--- src/design/assert_macros.svh ---
// Assertion macros shared by the compensation block
`ifndef ASSERT_MACROS_SVH
`define ASSERT_MACROS_SVH
`ifndef NO_ASSERTIONS
// prop must hold at every clock edge outside reset
`define ESC_ASSERT(lbl, clk, rst, prop) \
  lbl: assert property (@(posedge clk) disable iff (rst) (prop)) else $error("assertion failed");
// cond must never be seen outside reset
`define ESC_NEVER(lbl, clk, rst, cond) \
  lbl: assert property (@(posedge clk) disable iff (rst) !(cond)) else $error("forbidden state");
`else
`define ESC_ASSERT(lbl, clk, rst, prop)
`define ESC_NEVER(lbl, clk, rst, cond)
`endif
`endif

--- src/design/esc_fifo.sv ---
// Small first-word-fall-through queue
`include "assert_macros.svh"
module esc_fifo #(
  parameter int WIDTH = 8,
  parameter int DEPTH = 4
) (
  input  logic             clk,
  input  logic             rst,
  input  logic             wr,
  input  logic [WIDTH-1:0] wdata,
  output logic             full,
  input  logic             rd,
  output logic [WIDTH-1:0] rdata,
  output logic             empty
);
  localparam int AW = $clog2(DEPTH);
  localparam int CW = $clog2(DEPTH + 1);

  logic [WIDTH-1:0] slots [DEPTH];
  logic [AW-1:0]    wptr;
  logic [AW-1:0]    rptr;
  logic [CW-1:0]    count;
  logic             do_wr;
  logic             do_rd;

  assign full  = (count == CW'(DEPTH));
  assign empty = (count == '0);
  assign do_wr = wr && !full;
  assign do_rd = rd && !empty;
  assign rdata = slots[rptr];

  // pointers and fill level
  always_ff @(posedge clk) begin
    if (rst) begin
      wptr  <= '0;
      rptr  <= '0;
      count <= '0;
    end else begin
      if (do_wr) begin
        wptr <= (wptr == AW'(DEPTH - 1)) ? '0 : wptr + 1'b1;
      end
      if (do_rd) begin
        rptr <= (rptr == AW'(DEPTH - 1)) ? '0 : rptr + 1'b1;
      end
      if (do_wr && !do_rd) begin
        count <= count + 1'b1;
      end else if (do_rd && !do_wr) begin
        count <= count - 1'b1;
      end
    end
  end

  // storage
  always_ff @(posedge clk) begin
    if (do_wr) begin
      slots[wptr] <= wdata;
    end
  end

  `ESC_NEVER(a_count_range, clk, rst, count > CW'(DEPTH))
  `ESC_ASSERT(a_count_up, clk, rst, (do_wr && !do_rd) |=> (count == $past(count) + 1'b1))
  `ESC_ASSERT(a_count_both, clk, rst, (do_wr && do_rd) |=> $stable(count))

endmodule

--- config.mk ---
export PLATFORM = sky130hd
export DESIGN_NAME = esc_fifo
export DESIGN_NICKNAME = d
export VERILOG_FILES = /design/src/design/esc_fifo.sv
export VERILOG_INCLUDE_DIRS = /design/src /design/src/design
export SDC_FILE = /design/constraint.sdc
export NUM_CORES = 1
export LEC_CHECK = 0
export ABC_CLOCK_PERIOD_IN_PS = 3600
export BUFFER_PORTS_ARGS = -buffer_cell sky130_fd_sc_hd__buf_4
export CAP_MARGIN = 10
export CORE_ASPECT_RATIO = 0.75
export CORE_MARGIN = 4
export CORE_UTILIZATION = 55
export DETAILED_ROUTE_END_ITERATION = 10
export HOLD_SLACK_MARGIN = 0.03
export PLACE_DENSITY = 0.81
export SETUP_SLACK_MARGIN = 0.5
export SLEW_MARGIN = 10
export SYNTH_ARGS = -nofsm -noshare
export SYNTH_HDL_FRONTEND = slang
export SYNTH_SLANG_ARGS = --single-unit
--- constraint.sdc ---
create_clock -name clk -period 3.6 [get_ports clk]
set_input_delay 0.36 -clock clk [delete_from_list [all_inputs] [get_ports clk]]
set_output_delay 0.36 -clock clk [all_outputs]
set_load 0.1 [all_outputs]
==> flow_metrics.env, run 1 <==
export IMPL_synth_seq_cells=41
export IMPL_synth_most_common_cell="edfxtp_1"
export IMPL_cp_max_fo=7
export IMPL_nNetsFinal=135
export IMPL_fin_worst_skew_ps=9.134
export IMPL_fin_crit_sh_pct=66.41
export IMPL_synth_edf_count=32
export IMPL_cp_end_kind="flop"
export IMPL_ios=22
export IMPL_r2r_slack_ps=1210
export IMPL_portBuffers=21
export IMPL_r2r_cells=9
export IMPL_initial_utilization_pct=60.43
export IMPL_min_from="wdata[2]"
export IMPL_gp_congestion=0.7446
export IMPL_clock_fmax_mhz=418.3
export IMPL_rsz0062_at_grt="false"
export IMPL_antenna_cells=0
export IMPL_whs_ps=265.5
export IMPL_core_area_mm2=0.002723
export IMPL_cts_sinks=41
export IMPL_whs_path_depth=1
export IMPL_ys_warnings_count=0
export IMPL_clkLatencyLatePin_ps=290
export IMPL_via_per_inst=5.366
export IMPL_final_max_slew_violation_count=0
export IMPL_worstReg2RegStart="count[0]"
export IMPL_irDropWorstVdd_mv=0.3866
export IMPL_cts_resized=0
export IMPL_syn_num_nets=111
export IMPL_seq_area_frac_synth_pct=69.35
export IMPL_outcome="finished clean"
export IMPL_drt_total_wl_um=2539
export IMPL_powerDensity_mw_per_mm2=830.7
export IMPL_tritoncts="yes"
export IMPL_synthArstFlopShare_pct=0
export IMPL_drt_iter0_drc=46
export IMPL_num_rows=16
export IMPL_drive_gt1_share_pct=38.46
export IMPL_hpwlAfterDp_um=1869
export IMPL_start_kind="flop"
export IMPL_drtAntennaViolNets=0
export IMPL_vias=821
export IMPL_grt_max_degree=14
export IMPL_antenna_found_initial=0
export IMPL_remaining_drc_errors=0
export IMPL_worstHoldPathType="in2reg"
export IMPL_fillers=193
export IMPL_cts_root_buf="clkbuf_8"
export IMPL_crit_required_ps=3810
export IMPL_avgRoutedWirePerCell_um=16.59
export IMPL_die_area_mm2=0.003940
export IMPL_tightest_slew_ps=533.3
export IMPL_synthToLayoutAreaGrowth_pct=16.58
export IMPL_pwr_share_clk_pct=18.8
export IMPL_hold_path_end="slots[0][2]"
export IMPL_syn_inst=92
export IMPL_yosys_area_top_type_share_pct=58.40
export IMPL_synth_area_leader_cell="edfxtp_1"
export IMPL_synthTopCellsByCount="edfxtp_1 (32), dfxtp_1 (9), mux4_2 (8)"
export IMPL_synth_top_cells_by_area="edfxtp_1 (58%), dfxtp_1 (11%), mux4_2 (11%)"
export IMPL_p_comb_share_pct=41.3
export IMPL_finalCriticalPeriod_ps=2391
export IMPL_grt_pass1_vias=860
export IMPL_htreeDepth=2
export IMPL_crit_arrival_ps=2600
export IMPL_syn_area_per_cell_um2=17.88
export IMPL_setup_viol=0
export IMPL_maxSlewHeadroom_pct=64.40
export IMPL_hold_viol_final=0
export IMPL_swShare_pct=42.35
export IMPL_syn_cell_area_mm2=0.001645
export IMPL_drv_cap=0
export IMPL_ctsHoldBuffers=0
export IMPL_critical_path_class="reg2reg"
export IMPL_post_cts_buffers=0
export IMPL_yosysUniqueCellTypes=26
export IMPL_dr_pass1_iters=3
export IMPL_clk_pin_slew_ps=80
export IMPL_synth_ff_type="edfxtp_1"
export IMPL_leakage_nw=0.7079
export IMPL_p_int_mw=0.9185
export IMPL_die_w_um=71.16
export IMPL_grt_pass1_wl_um=4236
export IMPL_tns_ps=0
export IMPL_numCtsBuffers=5
export IMPL_overflow=0
export IMPL_switchingPower_mw=0.6749
export IMPL_grt_use_total_pct=14.45
export IMPL_clock_path_buffers=2
export IMPL_seqPwrFrac_pct=39.9
export IMPL_r2r_end="count[2]"
export IMPL_die_h_um=55.37
## placed cells by master (no fill, tap or decap), drive strengths merged
| cell type | instances |
|---|---|
| inv | 4 |
| edfxtp | 32 |
| or3 | 2 |
| dfxtp | 9 |
| clkbuf | 7 |
| fa | 1 |
| clkinv | 1 |
| mux2i | 2 |
| or3b | 1 |
| clkinvlp | 1 |
| nor2 | 4 |
| nor3 | 2 |
| ha | 6 |
| o31ai | 2 |
| buf | 21 |
| a21oi | 3 |
| mux4 | 8 |
| and3 | 4 |
| o21ai | 2 |
| nand2 | 1 |
| xor2 | 2 |
| nand3 | 2 |
## per-stage QoR
step           util, %  setup WS [ps]  power, mW  instance area, um2  instances
5_1_grt          70.45           1083      1.667                1918        153
3_3_place_gp     67.00           1336      1.291                1824        145
6_report         70.45           1209      1.593                1918        153
2_1_floorplan        -          801.0      1.183                1645         92
4_1_cts          70.45           1214      1.607                1918        153
3_5_place_dp     67.00           1226      1.309                1824        145
## cell type report
| cell class | instances | area (um2) | share of cell area [%] |
|---|---|---|---|
| clock buffer | 7 | 86.33 | 4.501 |
| tap | 36 | 45.04 | 2.348 |
| inverter | 5 | 23.77 | 1.239 |
| multi-input combinational | 42 | 456.7 | 23.81 |
| sequential | 41 | 1141 | 59.49 |
| clock inverter | 1 | 7.507 | 0.3914 |
| timing repair buffer | 21 | 157.7 | 8.219 |
## routing by layer
metal	global-route usage, %	wire length (um)	up-vias
met5	0	0	-
met4	3.217	29	0
met3	6.159	123	5
met2	22.51	1321	18
met1	18.84	1064	401
li1	-	-	397
## cell families (layout without fill, tap and decap cells)
| logic type | after synthesis | after routing | synth area share [%] |
|---|---|---|---|
| AOI/OAI and AO/OA | 7 | 7 | 3.041 |
| buffers and inverters | 9 | 34 | 2.889 |
| muxes | 10 | 10 | 12.17 |
| adders and majority gates | 7 | 7 | 5.779 |
| xor gates and xnor gates | 2 | 2 | 1.065 |
| and+or+nand+nor | 16 | 16 | 5.704 |
| DFF | 41 | 41 | 69.35 |
## worst max-delay path: stages, from the launching register on
cell and delay [ps]:
dfxtp_1 450, or3b_1 310, clkinv_4 90, nor2_2 130, ha_1 200, inv_1 60
fa_1 370, xor2_1 150, or3_2 400, a21oi_1 160
## how the worst max path moves through the flow
stage	from	to
finish	count[0]	count[2]
global route	count[0]	count[2]
CTS	count[0]	count[2]
detailed placement	count[0]	count[2]
global placement	count[0]	count[2]
floorplan	count[0]	empty
## sequential cells by signal, indices dropped and copies added, names as in the netlist, named ones only
| signal | count |
|---|---|
| count | 3 |
| rptr | 2 |
| slots | 32 |
| wptr | 2 |
## power by group through the flow
stage	Sequential (mW)	Combinational [mW]	Clock (mW)
global placement	0.641	0.650	0
finish	0.635	0.658	0.300
detailed placement	0.648	0.661	0
floorplan	0.613	0.569	0
global route	0.649	0.688	0.329
CTS	0.638	0.663	0.306
Note: power is estimated with default switching activity, not from simulation.
==> run 2, diff against run 1 <==
--- a/config.mk
+++ b/config.mk
@@ -6,15 +6,15 @@
 export SDC_FILE = /design/constraint.sdc
 export NUM_CORES = 1
 export LEC_CHECK = 0
-export ABC_CLOCK_PERIOD_IN_PS = 3600
+export ABC_CLOCK_PERIOD_IN_PS = 2040
 export BUFFER_PORTS_ARGS = -buffer_cell sky130_fd_sc_hd__buf_4
 export CAP_MARGIN = 10
 export CORE_ASPECT_RATIO = 0.75
 export CORE_MARGIN = 4
-export CORE_UTILIZATION = 55
+export CORE_UTILIZATION = 50
 export DETAILED_ROUTE_END_ITERATION = 10
 export HOLD_SLACK_MARGIN = 0.03
-export PLACE_DENSITY = 0.81
+export PLACE_DENSITY = 0.77
 export SETUP_SLACK_MARGIN = 0.5
 export SLEW_MARGIN = 10
 export SYNTH_ARGS = -nofsm -noshare
==> constraint.sdc (replaced) <==
create_clock -name clk -period 2.04 [get_ports clk]
set_input_delay 0.204 -clock clk [delete_from_list [all_inputs] [get_ports clk]]
set_output_delay 0.204 -clock clk [all_outputs]
set_load 0.1 [all_outputs]
==> run 2 against run 1 <==
Compared with the run above: routed wire length is 11% higher; sequential power is 73% higher; sequential share of layout area is 6.4 points lower; cell count is 7.8% higher; final area is 13% higher; maximum frequency is 23% higher; global-route usage is 0.66 points higher; count of clock-buffer cells in the layout is 1 lower; largest power group unchanged.
==> flow_metrics.env, run 2 (synthesis gave the netlist of run 1 again) <==
export IMPL_synthToLayoutAreaGrowth_pct=31.79
export IMPL_hpwlAfterDp_um=1964
export IMPL_clock_path_buffers=2
export IMPL_p_int_mw=1.950
export IMPL_gp_congestion=0.8677
export IMPL_final_max_slew_violation_count=0
export IMPL_min_from="wdata[5]"
export IMPL_max_flop_register="slots"
export IMPL_num_rows=17
export IMPL_overflow=0
export IMPL_r2r_end="count[2]"
export IMPL_cp_end_kind="flop"
export IMPL_portBuffers=21
export IMPL_pwr_share_clk_pct=19.0
export IMPL_fin_crit_sh_pct=95.48
export IMPL_final_common_cell="edfxtp_1"
export IMPL_drt_iter0_drc=78
export IMPL_crit_buf_inv=2
export IMPL_crit_required_ps=2260
export IMPL_layout_common_cells="edfxtp_1 (32), buf_4 (20), mux4_2 (8), buf_6 (8)"
export IMPL_whs_path_depth=1
export IMPL_numCtsBuffers=5
export IMPL_powerDensity_mw_per_mm2=1489
export IMPL_dp_cells=153
export IMPL_dr_pass1_iters=4
export IMPL_max_stage_delay_ps=350
export IMPL_antenna_cells=0
export IMPL_setup_viol=0
export IMPL_grt_use_total_pct=15.11
export IMPL_avgRoutedWirePerCell_um=17.07
export IMPL_cts_sinks=41
export IMPL_start_kind="flop"
export IMPL_worstHoldPathType="in2reg"
export IMPL_final_util_pct=71.29
export IMPL_ctsHoldBuffers=0
export IMPL_maxSlewHeadroom_pct=72.76
export IMPL_swShare_pct=39.59
export IMPL_crit_arrival_ps=2160
export IMPL_cp_max_fo=3
export IMPL_fillers=185
export IMPL_cp_depth=9
export IMPL_drive_gt1_share_pct=51.97
export IMPL_path_delay_family="simple AND/OR/NAND/NOR gates"
export IMPL_drtAntennaViolNets=0
export IMPL_die_area_mm2=0.004282
export IMPL_clock_fmax_mhz=513.4
export IMPL_p_comb_share_pct=47.1
export IMPL_grt_max_degree=14
export IMPL_irDropWorstVdd_mv=0.6472
export IMPL_switchingPower_mw=1.278
export IMPL_htreeDepth=2
export IMPL_initial_utilization_pct=54.09
export IMPL_finalCriticalPeriod_ps=1948
export IMPL_vias=891
export IMPL_clk_pin_slew_ps=70
export IMPL_r2r_cells=9
export IMPL_die_h_um=57.68
export IMPL_critical_path_class="reg2reg"
export IMPL_leakage_nw=0.8008
export IMPL_seqPwrFrac_pct=34.0
export IMPL_tritoncts="yes"
export IMPL_path_cells="or3b_4, clkinv_8, nor2_4, ha_4, inv_2, fa_2, xor2_1, or3_4, a21oi_2"
export IMPL_antenna_found_initial=0
export IMPL_drv_cap=0
export IMPL_cpMaxStageDelayCell="fa_2"
export IMPL_hold_viol_final=0
export IMPL_fin_cells=165
export IMPL_grt_pass1_vias=976
export IMPL_nNetsFinal=145
export IMPL_reg_largest_list="slots: 32 flops, count: 3 flops"
export IMPL_outcome="finished clean"
export IMPL_grt_pass1_wl_um=4705
export IMPL_ios=22
export IMPL_hold_path_end="slots[0][5]"
export IMPL_fin_worst_skew_ps=3.830
export IMPL_remaining_drc_errors=0
export IMPL_largest_reg_flops=32
export IMPL_worstReg2RegStart="count[2]"
export IMPL_clkLatencyLatePin_ps=280
export IMPL_rsz0062_at_grt="true"
export IMPL_cts_root_buf="clkbuf_8"
export IMPL_core_area_mm2=0.003042
export IMPL_tightest_slew_ps=408.1
export IMPL_via_per_inst=5.400
export IMPL_die_w_um=74.24
export IMPL_drt_total_wl_um=2816
export IMPL_r2r_slack_ps=90
run 2: cell count changes in the layout (fill, tap and decap cells not counted), moves of 2 or more:
cell	previous run	this run
and3_2	4	0
and3_4	0	4
buf_12	0	2
buf_6	0	8
dfxtp_1	9	5
dfxtp_2	0	2
dfxtp_4	0	2
run 2: power by group through the flow:
| stage | Sequential [mW] | Clock [mW] | Combinational [mW] |
|---|---|---|---|
| finish | 1.10 | 0.612 | 1.52 |
| global route | 1.11 | 0.666 | 1.60 |
| CTS | 1.09 | 0.629 | 1.46 |
| detailed placement | 1.11 | 0 | 1.32 |
| global placement | 1.10 | 0 | 1.29 |
| floorplan | 1.10 | 0 | 1.05 |
run 2: how the worst max path moves through the flow:
stage | slack (ps) | endpoint | start
6_report | 90 | count[2] | count[2]
5_1_grt | 40 | count[2] | count[2]
4_1_cts | 100 | count[2] | count[2]
3_5_place_dp | -0.09 | count[2] | count[1]
3_3_place_gp | 50 | count[2] | count[2]
2_1_floorplan | -40 | count[2] | count[2]
run 2: area by class of cell:
class,count,area (um2),area share [%]
Multi-Input combinational cell,42,523.0,24.12
Sequential cell,41,1151,53.09
Inverter,5,31.28,1.443
Tap cell,38,47.55,2.193
Clock inverter,2,35.03,1.616
Timing Repair Buffer,31,307.8,14.20
Clock buffer,6,72.57,3.347
run 2: stage by stage:
step / hold WS (ps) / TNS [ps] / area (um2) / setup WS, ps / power, mW
5_1_grt: 102.3 / 0 / 2168 / 44.37 / 3.371
2_1_floorplan: 302.9 / -39.00 / 1690 / -39.00 / 2.146
6_report: 118.7 / 0 / 2168 / 92.11 / 3.229
3_5_place_dp: 408.5 / -0.08504 / 1917 / -0.08504 / 2.433
3_3_place_gp: 404.3 / 0 / 1917 / 50.17 / 2.396
4_1_cts: 112.4 / 0 / 2110 / 95.65 / 3.178
run 2: repair_timing:
item | CTS | global route
endpoints found under the hold margin | 0 | 0
resized for setup | 16 | 11
pin swaps | 3 | 0
buffers inserted | 3 | 1
setup endpoints to repair | 44 | 45
run 2: per-layer routing:
| metal | up-vias | track usage, % | routed length (um) | part of all wire [%] |
|---|---|---|---|---|
| li1 | 416 | - | - | - |
| met3 | 6 | 5.546 | 182 | 6.5 |
| met1 | 445 | 19.47 | 1165 | 41 |
| met2 | 24 | 23.74 | 1443 | 51 |
| met4 | 0 | 5.330 | 25 | 0.89 |
| met5 | - | 0 | 0 | 0 |
